## src/hw/rtl/b7p_pkg.sv

```systemverilog
// Shared types, widths and the code byte function for the 8b to 7b parity packer.
// No dependencies; every other file imports this package.
`timescale 1ns / 1ps

package b7p_pkg;

    localparam int DATA_W      = 8;
    localparam int GROUP_W     = 7;
    localparam int CODE_W      = 8;
    localparam int PEND_W      = 6;
    localparam int CNT_W       = 3;
    localparam int ACC_W       = PEND_W + DATA_W;
    localparam int QUEUE_DEPTH = 2;

    localparam logic [CNT_W-1:0] MAX_PEND = CNT_W'(PEND_W);

    // One classified byte: one or two code bytes ready to be sent.
    typedef struct packed {
        logic [CODE_W-1:0] code0;
        logic [CODE_W-1:0] code1;
        logic              two;
        logic              fin;
    } b7p_entry_t;

    // Seven data bits in 7..1 and even parity in bit 0.
    function automatic logic [CODE_W-1:0] make_code(input logic [GROUP_W-1:0] group);
        make_code = {group, ^group};
    endfunction

endpackage

```

## src/hw/rtl/b7p_front.sv

```systemverilog
// Front end of the packer: takes bytes, regroups the bit stream into 7-bit groups
// and forms one queue entry per byte. Depends on b7p_pkg.
`timescale 1ns / 1ps

module b7p_front
    import b7p_pkg::*;
(
    input  logic              clk,
    input  logic              rst_n,
    input  logic              take,
    input  logic [DATA_W-1:0] data_byte,
    input  logic              final_byte,
    output b7p_entry_t        entry,
    output logic [CNT_W-1:0]  pend_cnt
);

    logic [PEND_W-1:0] pend_bits_reg;
    logic [PEND_W-1:0] pend_bits_next;
    logic [CNT_W-1:0]  pend_cnt_reg;
    logic [CNT_W-1:0]  pend_cnt_next;
    logic [PEND_W-1:0] pend_mask;
    logic [ACC_W-1:0]  acc;
    logic [ACC_W-1:0]  aligned;
    logic              six_waiting;

    always_comb
    begin
        // Only the low pend_cnt bits of the stored byte are still waiting.
        pend_mask   = ~({PEND_W{1'b1}} << pend_cnt_reg);
        acc         = {pend_bits_reg & pend_mask, data_byte};
        // Left-align the valid bits so the first group sits in the top seven bits
        // and a padded leftover group falls out with zeros below it.
        aligned     = acc << (MAX_PEND - pend_cnt_reg);
        six_waiting = (pend_cnt_reg == MAX_PEND);

        entry.code0 = make_code(aligned[ACC_W-1:GROUP_W]);
        entry.code1 = make_code(aligned[GROUP_W-1:0]);
        entry.two   = six_waiting | final_byte;
        entry.fin   = final_byte;

        if (final_byte || six_waiting)
        begin
            pend_cnt_next = '0;
        end
        else
        begin
            pend_cnt_next = pend_cnt_reg + CNT_W'(1);
        end
        pend_bits_next = final_byte ? '0 : data_byte[PEND_W-1:0];
    end

    always_ff @(posedge clk or negedge rst_n)
    begin
        if (!rst_n)
        begin
            pend_bits_reg <= '0;
            pend_cnt_reg  <= '0;
        end
        else if (take)
        begin
            pend_bits_reg <= pend_bits_next;
            pend_cnt_reg  <= pend_cnt_next;
        end
    end

    assign pend_cnt = pend_cnt_reg;

endmodule

```

## src/hw/rtl/b7p_queue.sv

```systemverilog
// Short queue of classified entries between the front end and the back end.
// Depends on b7p_pkg.
`timescale 1ns / 1ps

module b7p_queue
    import b7p_pkg::*;
#(
    parameter int DEPTH = QUEUE_DEPTH
)
(
    input  logic       clk,
    input  logic       rst_n,
    input  logic       wr_en,
    input  b7p_entry_t wr_data,
    output logic       full,
    input  logic       rd_en,
    output b7p_entry_t rd_data,
    output logic       empty
);

    localparam int PTR_W = $clog2(DEPTH);
    localparam int CNT_QW = $clog2(DEPTH + 1);

    b7p_entry_t         mem [DEPTH];
    logic [PTR_W-1:0]   wr_ptr_reg;
    logic [PTR_W-1:0]   rd_ptr_reg;
    logic [CNT_QW-1:0]  count_reg;

    function automatic logic [PTR_W-1:0] bump(input logic [PTR_W-1:0] ptr);
        if (ptr == PTR_W'(DEPTH - 1))
        begin
            bump = '0;
        end
        else
        begin
            bump = ptr + PTR_W'(1);
        end
    endfunction

    assign full    = (count_reg == CNT_QW'(DEPTH));
    assign empty   = (count_reg == '0);
    assign rd_data = mem[rd_ptr_reg];

    always_ff @(posedge clk)
    begin
        if (wr_en)
        begin
            mem[wr_ptr_reg] <= wr_data;
        end
    end

    always_ff @(posedge clk or negedge rst_n)
    begin
        if (!rst_n)
        begin
            wr_ptr_reg <= '0;
            rd_ptr_reg <= '0;
            count_reg  <= '0;
        end
        else
        begin
            if (wr_en)
            begin
                wr_ptr_reg <= bump(wr_ptr_reg);
            end
            if (rd_en)
            begin
                rd_ptr_reg <= bump(rd_ptr_reg);
            end
            if (wr_en && !rd_en)
            begin
                count_reg <= count_reg + CNT_QW'(1);
            end
            else if (rd_en && !wr_en)
            begin
                count_reg <= count_reg - CNT_QW'(1);
            end
        end
    end

endmodule

```

## src/hw/rtl/b7p_back.sv

```systemverilog
// Back end of the packer: sends the one or two code bytes of each queue entry
// through an output register. Depends on b7p_pkg.
`timescale 1ns / 1ps

module b7p_back
    import b7p_pkg::*;
(
    input  logic              clk,
    input  logic              rst_n,
    input  b7p_entry_t        head,
    input  logic              head_empty,
    output logic              head_take,
    output logic              mid_entry,
    output logic [CODE_W-1:0] code_byte,
    output logic              last_code,
    output logic              empty,
    input  logic              pop
);

    logic              out_valid_reg;
    logic              out_valid_next;
    logic [CODE_W-1:0] out_code_reg;
    logic [CODE_W-1:0] out_code_next;
    logic              out_last_reg;
    logic              out_last_next;
    logic              phase_reg;
    logic              phase_next;
    logic              load;
    logic              entry_done;

    always_comb
    begin
        // The output register takes a new code byte when it is empty or being drained.
        load       = !out_valid_reg || pop;
        entry_done = phase_reg || !head.two;
        head_take  = load && !head_empty && entry_done;

        out_valid_next = out_valid_reg;
        out_code_next  = out_code_reg;
        out_last_next  = out_last_reg;
        phase_next     = phase_reg;

        if (load)
        begin
            out_valid_next = !head_empty;
            if (!head_empty)
            begin
                out_code_next = phase_reg ? head.code1 : head.code0;
                out_last_next = head.fin && phase_reg;
                phase_next    = !entry_done;
            end
        end
    end

    always_ff @(posedge clk or negedge rst_n)
    begin
        if (!rst_n)
        begin
            out_valid_reg <= 1'b0;
            phase_reg     <= 1'b0;
        end
        else
        begin
            out_valid_reg <= out_valid_next;
            phase_reg     <= phase_next;
        end
    end

    always_ff @(posedge clk)
    begin
        out_code_reg <= out_code_next;
        out_last_reg <= out_last_next;
    end

    assign code_byte = out_code_reg;
    assign last_code = out_last_reg;
    assign empty     = !out_valid_reg;
    assign mid_entry = phase_reg;

endmodule

```

## src/hw/rtl/byte_to_seven_bit_parity_packer.sv

```systemverilog
// Top level of the 8b to 7b regrouping packer with even parity.
// Depends on b7p_pkg, b7p_front, b7p_queue and b7p_back.
//
// Bytes enter MSB first on a queue-style port (push/full) and code bytes leave on
// another (empty/pop), each holding seven stream bits in 7..1 and even parity in
// bit 0; the last code byte of a message carries last_code. A byte that is taken
// goes through the queue and then the output register before it can be popped.
// The block takes one byte per cycle while pop is held and each byte yields one
// code byte; a byte that completes two groups (six bits carried over) or a final
// byte yields two, and the single-register output port, one code byte per cycle,
// then sets the rate at which bytes are taken. A queue of QUEUE_DEPTH classified
// bytes separates intake from output so either side may stall on its own.
`timescale 1ns / 1ps

module byte_to_seven_bit_parity_packer
    import b7p_pkg::*;
#(
    parameter int QUEUE_DEPTH_P = QUEUE_DEPTH
)
(
    input  logic              clk,
    input  logic              rst_n,
    input  logic              push,
    output logic              full,
    input  logic [DATA_W-1:0] data_byte,
    input  logic              final_byte,
    output logic              empty,
    input  logic              pop,
    output logic [CODE_W-1:0] code_byte,
    output logic              last_code
);

    b7p_entry_t       front_entry;
    b7p_entry_t       head_entry;
    logic [CNT_W-1:0] pend_cnt;
    logic             take;
    logic             q_full;
    logic             q_empty;
    logic             head_take;
    logic             mid_entry;

    assign take = push && !q_full;
    assign full = q_full;

    b7p_front u_front
    (
        .clk        (clk),
        .rst_n      (rst_n),
        .take       (take),
        .data_byte  (data_byte),
        .final_byte (final_byte),
        .entry      (front_entry),
        .pend_cnt   (pend_cnt)
    );

    b7p_queue #(
        .DEPTH (QUEUE_DEPTH_P)
    ) u_queue
    (
        .clk     (clk),
        .rst_n   (rst_n),
        .wr_en   (take),
        .wr_data (front_entry),
        .full    (q_full),
        .rd_en   (head_take),
        .rd_data (head_entry),
        .empty   (q_empty)
    );

    b7p_back u_back
    (
        .clk        (clk),
        .rst_n      (rst_n),
        .head       (head_entry),
        .head_empty (q_empty),
        .head_take  (head_take),
        .mid_entry  (mid_entry),
        .code_byte  (code_byte),
        .last_code  (last_code),
        .empty      (empty),
        .pop        (pop)
    );

    // At most six stream bits ever wait for the next byte.
    a_pend_limit: assert property (@(posedge clk) disable iff (!rst_n)
        pend_cnt <= MAX_PEND)
        else $error("pending bit count above six");

    // A final byte leaves nothing waiting for the next message.
    a_flush: assert property (@(posedge clk) disable iff (!rst_n)
        take && final_byte |=> pend_cnt == '0)
        else $error("bits left waiting after final byte");

    // While the second code byte of an entry is due, that entry is still queued.
    a_mid_held: assert property (@(posedge clk) disable iff (!rst_n)
        mid_entry |-> !q_empty)
        else $error("second code byte due with no entry queued");

endmodule

```

## config.mk

```make
export PLATFORM = sky130hd
export DESIGN_NAME = byte_to_seven_bit_parity_packer
export DESIGN_NICKNAME = d
export VERILOG_FILES = /design/src/hw/rtl/b7p_pkg.sv /design/src/hw/rtl/b7p_front.sv /design/src/hw/rtl/b7p_queue.sv /design/src/hw/rtl/b7p_back.sv /design/src/hw/rtl/byte_to_seven_bit_parity_packer.sv
export SDC_FILE = /design/constraint.sdc
export NUM_CORES = 1
export LEC_CHECK = 0
export CORE_ASPECT_RATIO = 0.7
export CORE_UTILIZATION = 49
export CTS_BUF_LIST = sky130_fd_sc_hd__clkbuf_8
export CTS_CLUSTER_DIAMETER = 120
export DETAILED_ROUTE_END_ITERATION = 6
export DONT_BUFFER_PORTS = 1
export PLACE_DENSITY_LB_ADDON = 0.12
export SLEW_MARGIN = 20
export SYNTH_ARGS = -nofsm -noshare
export SYNTH_HDL_FRONTEND = slang
export SYNTH_SLANG_ARGS = --single-unit
```

## constraint.sdc

```tcl
create_clock -name clk -period 7.6 [get_ports clk]
set_input_delay 1.52 -clock clk [delete_from_list [all_inputs] [get_ports clk]]
set_output_delay 1.52 -clock clk [all_outputs]
set_load 0.01 [all_outputs]
```

==> out/qor.txt <==
Initial drt markers: 94
Max Clk Rate: 265 MHz
Min Hold Slack: 501 ps
Vias after detailed routing: 1811
Peak supply drop: 0.230 mV
Global-route wire length before repair: 9540 um
H-tree level count: 3
Status: finished clean
Mux contribution to synthesized area: 13.2%
Worst path max stage delay: 900 ps
DRC: 0
Syn. warnings: 0
Final min period: 3780 ps
Area Overhead vs Synth: 7.06%
Worst skew pair latency: 340 ps
Worst slew margin: 36.2%
Max-cap violations: 0
Synth Area in Adders: 2.08%
XOR/XNOR Fraction of Synth Area: 5.27%
Least-Margin Pin Slew: 956 ps
Gate Count Post-Synth: 227
Tcrit/Tclk final: 49.7%
Main combinational cell family by area after synthesis: multiplexers
Clock Path Buffers: 2
Met2 Resource Use GR: 32.3%
Final HPWL DP: 4190 um
Horiz. Die Dim: 95.7 um
Die area: 6470 um2
Routed Antenna Nets: 0
All-Layer GR Usage: 21.4%
Area of the core: 5810 um2
GR peak layer: met2
Routed wire per std cell: 19.1 um
IO Port Bufs: 0
CP Cell Sequence: ha_1, inv_1, ha_1, inv_1, a211oi_1, a211oi_1, a21o_1, xnor3_1, xnor3_1
EDFF count, synth: 45
Number of fillers in the final layout: 478
Crit start category: register
Row cnt: 23
Initial Utilization: 51.9%
Total Wirelength: 5890 um
Total power: 1.72 mW
Setup TNS: 0 ps
P per Cell Area: 534 nW/um2
Area occupied by multi-input gates: 1180 um2
Post-synthesis register bit count: 60
Hold Fails Final Rpt: 0
Distinct cells, synth: 47
Post_cts resized: 0
Worst setup path category: reg -> reg
RSZ-0062 raised after global routing: no
Nets: 246
Met3 GRT Util: 8.56%
Layout cells sized above 1: 14.6%
Die H: 67.6 um
WP data required: 7670 ps
First drt pass iteration count: 5
Pin count of the biggest net entering global routing: 27
Compound-Gate Fraction of Synth Area: 10.1%
Synth Cell Area: 3010 um2
Largest register FFs: 36
Post-synth top flop: edfxtp_1
Simple-Gate Fraction of Synth Area: 8.47%
# IOs: 24
Gp weighted congestion: 0.821
Seq/Total Area, Yosys: 57.3%
Synth top area share: 44.8%
Non-filler cells, final: 308
CTS buffer count: 9
Slowest-stage cell, CP: dfrtp_1
Vias in the first global route: 1880
Setup bufs post-CTS: 0
Worst-path fanout max: 26
Clk pin slew, worst setup/hold paths: 60 ps
Hold Crit Class: reg -> reg
Clk root buf: clkbuf_8
Placed Instances: 292
Met1 usage: 27.9%
FFs w/ async S/R, synth: 25.0%
CP Capture Type: register
Syn Area/Cell: 13.3 um2
TritonCTS Sinks: 60
Ant diodes: 0
Final-report setup violation count: 0
Synth area leaders: edfxtp_1, dfrtp_1, mux4_2
TritonCTS clock tree: done
Worst path arrival time: 3850 ps
CTS Hold Bufs: 0
Synth area leader: edfxtp_1
Fin. max-slew vios: 0
Via/cell ratio: 5.88
Leakage: 1.23 nW
Antenna violations before repair: 0
Overflow after GRT: 0
FF+latch area: 1730 um2
Clk_skew: 5.36 ps
Syn Nets: 245
Post-layout util: 55.5%
synthesized netlist by cell type, drive strengths merged, types with 3 or more instances:
master / n
edfxtp: 45
nand2: 19
o21ai: 17
dfrtp: 15
mux2i: 12
inv: 11
nor2: 11
mux4: 9
nand2b: 9
a21oi: 8
buf: 7
xnor2: 7
mux2: 6
xor2: 6
ha: 5
a21o: 4
and2: 4
clkbuf: 4
nor2b: 3
o211ai: 3
kinds of logic after synthesis:
| logic type | after synthesis |
|---|---|
| AOI/OAI and AO/OA | 45 |
| DFF | 60 |
| muxes | 27 |
| buffers and inverters | 22 |
| and+or+nand+nor | 53 |
| adders and majority gates | 5 |
| xor gates and xnor gates | 15 |
critical path, delay by kind of cell, from the launching register on:
kind                       cells  cell delay, ps
AOI/OAI and AO/OA              3             620
xor gates and xnor gates       2             610
adders and majority gates      2            1030
buffers and inverters          2             350
DFF                            1             900
layout make-up:
| type | instances | area share (%) |
|---|---|---|
| Tap cell | 75 | 2.91 |
| Inverter | 11 | 1.36 |
| Multi-Input combinational cell | 145 | 36.7 |
| Timing Repair Buffer | 1 | 0.233 |
| Clock inverter | 6 | 1.05 |
| Clock buffer | 10 | 4.27 |
| Sequential cell | 60 | 53.5 |
stage by stage:
step                      area, um2  worst slack [ps]
after floorplan                3010              4440
after global placement         3050              4020
after detailed placement       3050              3870
after CTS                      3220              3870
after global routing           3230              3580
final                          3230              3820
power by group:
group	total, mW	switching (mW)	internal, mW
clock network	0.247	0.123	0.124
logic	0.767	0.402	0.365
registers	0.710	0.118	0.592
total	1.72	0.643	1.08
path summary, 6_finish.rpt:
kind | from | end | slack [ps] | cells past startpoint
worst min-delay path | u_queue.wr_ptr_reg$_DFFE_PN0P_ | u_queue.wr_ptr_reg$_DFFE_PN0P_ | 500 | 1
worst min register to register | u_queue.wr_ptr_reg$_DFFE_PN0P_ | u_queue.wr_ptr_reg$_DFFE_PN0P_ | 500 | 1
worst max register to register | u_front.pend_cnt[0]$_DFFE_PN0P_ | u_queue.mem[1][10]$_DFFE_PP_ | 3820 | 9
max in group asynchronous | rst_n | u_front.pend_cnt[2]$_DFFE_PN0P_ | 6650 | 0
min in group asynchronous | rst_n | u_queue.count_reg[1]$_DFFE_PN0P_ | 870 | 0
worst max-delay path | u_front.pend_cnt[0]$_DFFE_PN0P_ | u_queue.mem[1][10]$_DFFE_PP_ | 3820 | 9
layer usage:
metal	vias up	share of wire [%]
li1	842	-
met1	907	48
met5	-	0
met4	0	1.7
met3	10	5.9
met2	52	44
layout by cell type, fill, tap and decap left out, drive strengths merged, types with 4 or more instances in the layout:
master / instances
mux2: 6
o21ai: 17
a21o: 4
edfxtp: 45
dfrtp: 15
xor2: 6
xnor2: 7
mux4: 9
inv: 13
ha: 5
nor2: 11
nand2: 19
nand2b: 9
clkbuf: 10
and2: 4
mux2i: 12
a21oi: 8
(Power assumes the default switching activity.)
